`src/hdl/rope_pkg.sv`:
```
// shared types and constants for the rotary position embedding block
package rope_pkg;

    localparam int DATA_W  = 16;
    localparam int POS_W   = 9;
    localparam int IDX_W   = 7;
    localparam int HDIM_W  = 8;
    localparam int PROD_W  = 2 * DATA_W;
    localparam int FRAC_SH = 14;

    localparam logic FUNC_WRITE = 1'b0;
    localparam logic FUNC_APPLY = 1'b1;

    localparam logic [HDIM_W-1:0] HDIM_RESET = 8'd128;

    typedef logic signed [DATA_W-1:0] data_t;

    typedef struct packed {
        data_t cos_v;
        data_t sin_v;
    } entry_t;

    typedef struct packed {
        logic mul_en;
        logic out_en;
        logic clear;
    } lane_ctrl_t;

endpackage

```
`src/hdl/rope_lane.sv`:
```
// one rotated output: two products, sum, round to nearest and saturate
module rope_lane (
    input  logic                 aclk,
    input  rope_pkg::lane_ctrl_t ctrl,
    input  logic                 subtract,
    input  rope_pkg::data_t      x_a,
    input  rope_pkg::data_t      coef_a,
    input  rope_pkg::data_t      x_b,
    input  rope_pkg::data_t      coef_b,
    output rope_pkg::data_t      result,
    output logic                 sat
);
    import rope_pkg::*;

    localparam int SUM_W = PROD_W + 1;
    localparam int RND_W = SUM_W + 1;
    localparam int RES_W = RND_W - FRAC_SH;

    logic signed [PROD_W-1:0] p0_reg, p1_reg;
    logic signed [PROD_W-1:0] p0_next, p1_next;
    logic signed [SUM_W-1:0]  term0, term1, sum;
    logic signed [RND_W-1:0]  rnd;
    logic signed [RES_W-1:0]  r;
    logic                     over_hi, over_lo;
    data_t                    result_reg, result_next;
    logic                     sat_reg, sat_next;

    assign p0_next = x_a * coef_a;
    assign p1_next = x_b * coef_b;

    always_ff @(posedge aclk) begin
        if (ctrl.mul_en) begin
            p0_reg <= p0_next;
            p1_reg <= p1_next;
        end
    end

    always_comb begin
        term0 = SUM_W'(p0_reg);
        term1 = subtract ? -SUM_W'(p1_reg) : SUM_W'(p1_reg);
        sum   = term0 + term1;
        // add half an lsb, then floor shift gives ties toward +inf
        rnd   = RND_W'(sum) + RND_W'(1 << (FRAC_SH - 1));
        r     = rnd[RND_W-1:FRAC_SH];
        over_hi = !r[RES_W-1] && (|r[RES_W-2:DATA_W-1]);
        over_lo = r[RES_W-1] && !(&r[RES_W-2:DATA_W-1]);
        if (ctrl.clear) begin
            result_next = '0;
            sat_next    = 1'b0;
        end else if (over_hi) begin
            result_next = {1'b0, {(DATA_W-1){1'b1}}};
            sat_next    = 1'b1;
        end else if (over_lo) begin
            result_next = {1'b1, {(DATA_W-1){1'b0}}};
            sat_next    = 1'b1;
        end else begin
            result_next = r[DATA_W-1:0];
            sat_next    = 1'b0;
        end
    end

    always_ff @(posedge aclk) begin
        if (ctrl.out_en) begin
            result_reg <= result_next;
            sat_reg    <= sat_next;
        end
    end

    assign result = result_reg;
    assign sat    = sat_reg;

endmodule

```
`config.mk`:
```
export PLATFORM = sky130hd
export DESIGN_NAME = rope_lane
export DESIGN_NICKNAME = d
export VERILOG_FILES = /design/src/hdl/rope_pkg.sv /design/src/hdl/rope_lane.sv
export SDC_FILE = /design/constraint.sdc
export NUM_CORES = 2
export LEC_CHECK = 0
export BUFFER_PORTS_ARGS = -buffer_cell sky130_fd_sc_hd__buf_2
export CAP_MARGIN = 30
export CELL_PAD_IN_SITES_DETAIL_PLACEMENT = 1
export CELL_PAD_IN_SITES_GLOBAL_PLACEMENT = 1
export CORE_ASPECT_RATIO = 0.9
export CORE_UTILIZATION = 55
export DETAILED_ROUTE_END_ITERATION = 8
export PLACE_DENSITY = 0.88
export SYNTH_ARGS = -nofsm -noshare
export SYNTH_HDL_FRONTEND = slang
export SYNTH_SLANG_ARGS = --single-unit
```
`constraint.sdc`:
```
create_clock -name aclk -period 15.5 [get_ports aclk]
set_input_delay 3.1 -clock aclk [delete_from_list [all_inputs] [get_ports aclk]]
set_output_delay 3.1 -clock aclk [all_outputs]
set_load 0.01 [all_outputs]
```
# Word-level counts from Yosys, hierarchy flattened
# Cells that the tools add are included.
# Widths: inputs -> output; s select.
[classes]
mul = 2
add_sub_neg = 3
n_mux = 5
reduce_logical = 7
[op_table]
columns = ["cell", "n"]
rows = [
  ["$mul 16x16->32", 2],
  ["$add 33x15->34 const B", 1],
  ["$add 32x33->33", 1],
  ["$mux 33", 1],
  ["$neg 32->33", 1],
  ["$mux 16", 1],
  ["$mux 15", 1],
  ["$reduce_and 4->1", 1],
  ["$reduce_or 4->1", 1],
  ["$logic_and 1x1->1", 2],
  ["$logic_not 1->1", 2],
  ["$mux 1", 2],
  ["$reduce_or 2->1", 1],
]
[totals]
word_cells = 22
input_bits = 69
ff_bits = 81
out_inout_bits = 17

# Logic depth before layout (Yosys ltp)
[depth]
word_depth = 9
depth_mapped = 25
depth_no_buf = 24

# Worst setup path before layout
# OpenSTA, ideal clock, no wires.
[synth_timing]
kind = "input -> register"
start = "input port x_b[15]"
end = "register p1_reg[31], data pin"
arrival_time_ns = 8.867
setup_ns = 0.260
path_stages = 23
path_buffers = 1
required_time_ns = 15.240
path_slack_ns = 6.373
path_cell_list = "clkbuf_1 -> nand2_1 -> inv_1 -> fa_1 -> fa_1 -> fa_1 -> fa_1 -> fa_1 -> inv_1 -> fa_1 -> inv_1 -> ha_1 -> o21ai_0 -> nor2b_1 -> a31oi_1 -> a21o_1 -> a21o_1 -> a21oi_1 -> o211a_1 -> nor2_1 -> a21o_1 -> a21oi_1 -> xnor2_1"
[synth_between]
elab_chain_cells = 1
[synth_rtl]
columns = ["item", "line", "rtl"]
rows = [
  ["start: declaration", "rope_lane.sv:8", "input rope_pkg::data_t x_b,"],
  ["$mul 16x16->32", "rope_lane.sv:29", "assign p1_next = x_b * coef_b;"],
  ["named net p1_next[31]", "rope_lane.sv:20", "logic signed [PROD_W-1:0] p0_next, p1_next;"],
  ["end signal: assignment", "rope_lane.sv:34", "p1_reg <= p1_next;"],
  ["end: declaration", "rope_lane.sv:19", "logic signed [PROD_W-1:0] p0_reg, p1_reg;"],
]
# The timed path passes the listed nets, and every way through them passes these cells.
# A chain may end at the register's enable or synchronous reset.

# Worst setup path in the final report
[layout_timing]
start = "input port x_a[10]"
end = "register p0_reg[31], data pin"
[layout_between]
elab_chain_cells = 1
[layout_rtl]
columns = ["item", "line", "rtl"]
rows = [
  ["start: declaration", "rope_lane.sv:6", "input rope_pkg::data_t x_a,"],
  ["$mul 16x16->32", "rope_lane.sv:28", "assign p0_next = x_a * coef_a;"],
  ["named net p0_next[31]", "rope_lane.sv:20", ""],
  ["end signal: assignment", "rope_lane.sv:33", "p0_reg <= p0_next;"],
  ["end: declaration", "rope_lane.sv:19", ""],
]
# The timed path passes the listed nets, and every way through them passes these cells.

==> run_results.csv <==
group,metric,value,unit
timing,max_slew_margin,32.1,%
timing,tightestPinTransition,1010,ps
detailed_routing,antenna_left,0,
synthesis,synth-seq-cells,81,
clock_network,htreeDepth,3,
worst_setup_path,critPathRequiredTime,15620,ps
synthesis,yosys_warnings,0,
hold_path,hp-start,"p0_reg[22]$_DFFE_PP_",
final_layout,layout-drive-gt1-share,5.64,%
synthesis,syn_area_per_cell,9.48,µm²
timing,finalHoldViolations,0,
floorplanning,fp-row-count,73,
run,drv_cap,0,
detailed_routing,via_per_inst,5.68,
synthesis,synth_edf_count,81,
clock_network,clk_pin_slew,70,ps
worst_setup_path,cp_cell_sequence,"buf_2 -> nand2_1 -> fa_1 -> fa_1 -> fa_1 -> fa_1 -> inv_1 -> fa_1 -> inv_1 -> fa_1 -> inv_1 -> ha_1 -> a21o_1 -> a21oi_1 -> a31oi_1 -> a21oi_1 -> o41ai_1 -> a211o_1 -> a2111oi_1 -> nor2_1 -> a211o_1",
synthesis,ys.flop_type,"edfxtp_1",
synthesis,synth-async-reset-ratio,0,%
grt,gr-usage-all-layers,31.2,%
synthesis,syn_area,24800,µm²
synthesis,synth_cell_types,79,
grt,grt_max_degree,65,
hold_path,hold_path_class,"register to register",
timing,skew,10.3,ps
grt,grt_pass1_wl,111000,µm
detailed_routing,num_vias,18400,
final_layout,antenna_cells,0,
worst_setup_path,startpoint,"x_a[10]",
worst_setup_path,r2r_start,"p1_reg[0]$_DFFE_PP_",
floorplanning,start_util,55.9,%
clock_network,cts_root_buf,"clkbuf_16",
synthesis,synth_nets,3403,
clock_network,cts_buffer_depth,2,
floorplanning,coreArea,44300,µm²
clock_network,cts_tree,"built",
worst_setup_path,max_stage_delay,630,ps
timing,max_freq,103,MHz
floorplanning,ios,86,
placement,port_buffers,85,
timing,fin_crit_sh,62.7,%
timing,min_period,9720,ps
worst_setup_path,startpoint_type,"primary input",
synthesis,synth_top_cell_by_area,"fa_1",
floorplanning,die_area,45900,µm²
final_layout,mostFrequentLayoutCells,"596 x inv_1, 524 x fa_1, 289 x nand2_1, 248 x and2_1, 198 x ha_1",
synthesis,synth_area_leaders,"fa_1 42%, ha_1 10%, edfxtp_1 9.8%",
final_layout,fillers,5099,
detailed_routing,finalWirelength,66700,µm
clock_network,numCtsBuffers,9,
clock_network,clk_latency,370,ps
detailed_routing,wire_per_inst,20.6,µm
detailed_routing,drc_errors,0,
worst_setup_path,cp-end-kind,"register",
clock_network,cts_setup_buffers,0,
floorplanning,die_h,203,µm
grt,grt_pass1_vias,21700,
clock_network,clock_sinks,81,
final_layout,syn2layout_area_growth,4.87,%
placement,dpl.hpwl,56500,µm
synthesis,synth.top_cell.area_share,42.4,%
timing,rsz0062_at_grt,"false",
timing,tns,0,ps
worst_setup_path,cpMostUsedCell,"fa_1",
clock_network,postCtsHoldBufs,0,
placement,place.gp.congestion,0.883,
timing,finalSetupViolCount,0,
grt,antenna_found_initial,0,
outcome,outcome,"finished, final reports clean",
worst_setup_path,slowest_stage,"a2111oi_1",
grt,overflow,0,
worst_setup_path,cp_max_fo,16,
timing,maxSlewViolCount,0,
detailed_routing,first_pass_iters,5,
floorplanning,die_x,226,µm
final_layout,layout_commonest_cell,"inv_1",
worst_setup_path,critical_path_arrival,9830,ps
worst_setup_path,path_class,"primary input to register",
final_layout,fin_nets,3426,
detailed_routing,first_iter_violations,1029,
clock_network,cts_resized,0,
synthesis,synth_cells,2612,
synthesis,ys_seq_area_share,9.83,%
[path summary, 6_finish.rpt]
check	to	slack (ps)	cells after the start
min	result[8]$_SDFFCE_PP0P_	1090	4
max	p0_reg[31]$_DFFE_PP_	5780	21
min reg2reg	result[8]$_SDFFCE_PP0P_	1090	4
max reg2reg	result[2]$_SDFFCE_PP0P_	8670	19
[area by class of cell]
cell class                 instances  area [µm²]  area share (%)
sequential                        81        2430            9.37
clock inverter                     7         100           0.386
inverter                         598        2240            8.65
clock buffer                       9         225           0.868
timing repair buffer              86         433            1.67
multi-input combinational       1859       19800            76.2
tap                              600         751            2.89
[synthesized netlist by cell type, drive strengths merged, types with 6 or more instances]
| cell type | instances |
|---|---|
| xor2 | 26 |
| clkbuf | 68 |
| buf | 6 |
| o21a | 10 |
| a21oi | 90 |
| nor3 | 15 |
| xnor2 | 103 |
| fa | 524 |
| a31oi | 9 |
| a21o | 32 |
| nand4 | 10 |
| a211oi | 8 |
| o31ai | 10 |
| edfxtp | 81 |
| ha | 198 |
| and3 | 15 |
| o41ai | 7 |
| nor2 | 64 |
| nand2b | 19 |
| or4 | 6 |
| nand3 | 24 |
| nor2b | 8 |
| nor4 | 6 |
| or3 | 7 |
| o211ai | 6 |
| inv | 597 |
| nand2 | 289 |
| or2 | 7 |
| o21ai | 44 |
| o21bai | 17 |
| a211o | 6 |
| and2 | 249 |
[per-stage QoR]
| step | instances | instance area, µm² | util (%) | hold WS (ps) | worst slack [ps] |
|---|---|---|---|---|---|
| 3_5_place_dp | 3224 | 25600 | 57.9 | 1080 | 5490 |
| 4_1_cts | 3240 | 26000 | 58.6 | 1080 | 5780 |
| 5_1_grt | 3240 | 26000 | 58.6 | 1170 | 5400 |
| 2_1_floorplan | 2612 | 24800 | - | 963 | 6370 |
| 3_3_place_gp | 3224 | 25600 | 57.9 | 1060 | 5840 |
| 6_report | 3240 | 26000 | 58.6 | 1090 | 5780 |
[metal layers]
metal  vias up  global-route usage, %  share of wire (%)
li1       8031                      -                  -
met1      9652                   37.9                 39
met2       513                   56.4                 53
met3       211                   3.44                4.0
met4         0                   12.6                4.3
met5         -                      0                  0
[worst max-delay path: cells and delay by family]
| family | cells | cell delay [ps] |
|---|---|---|
| fa+ha+maj | 7 | 3420 |
| buf+inv | 4 | 440 |
| simple gates | 2 | 340 |
| compound gates | 8 | 2520 |
[logic make-up after synthesis]
group,count (synthesis),synth area share [%]
AO/OA/AOI/OAI,268,7.38
multiplexers,1,0.0404
XOR/XNOR,129,4.59
adder cells (fa/ha/maj),722,52.4
flip-flops,81,9.83
AND/OR/NAND/NOR,739,15.5
buffers and inverters,672,10.3
Power is not shown: default switching activity piles up to over one toggle a cycle in this logic, so the estimate is an artifact.
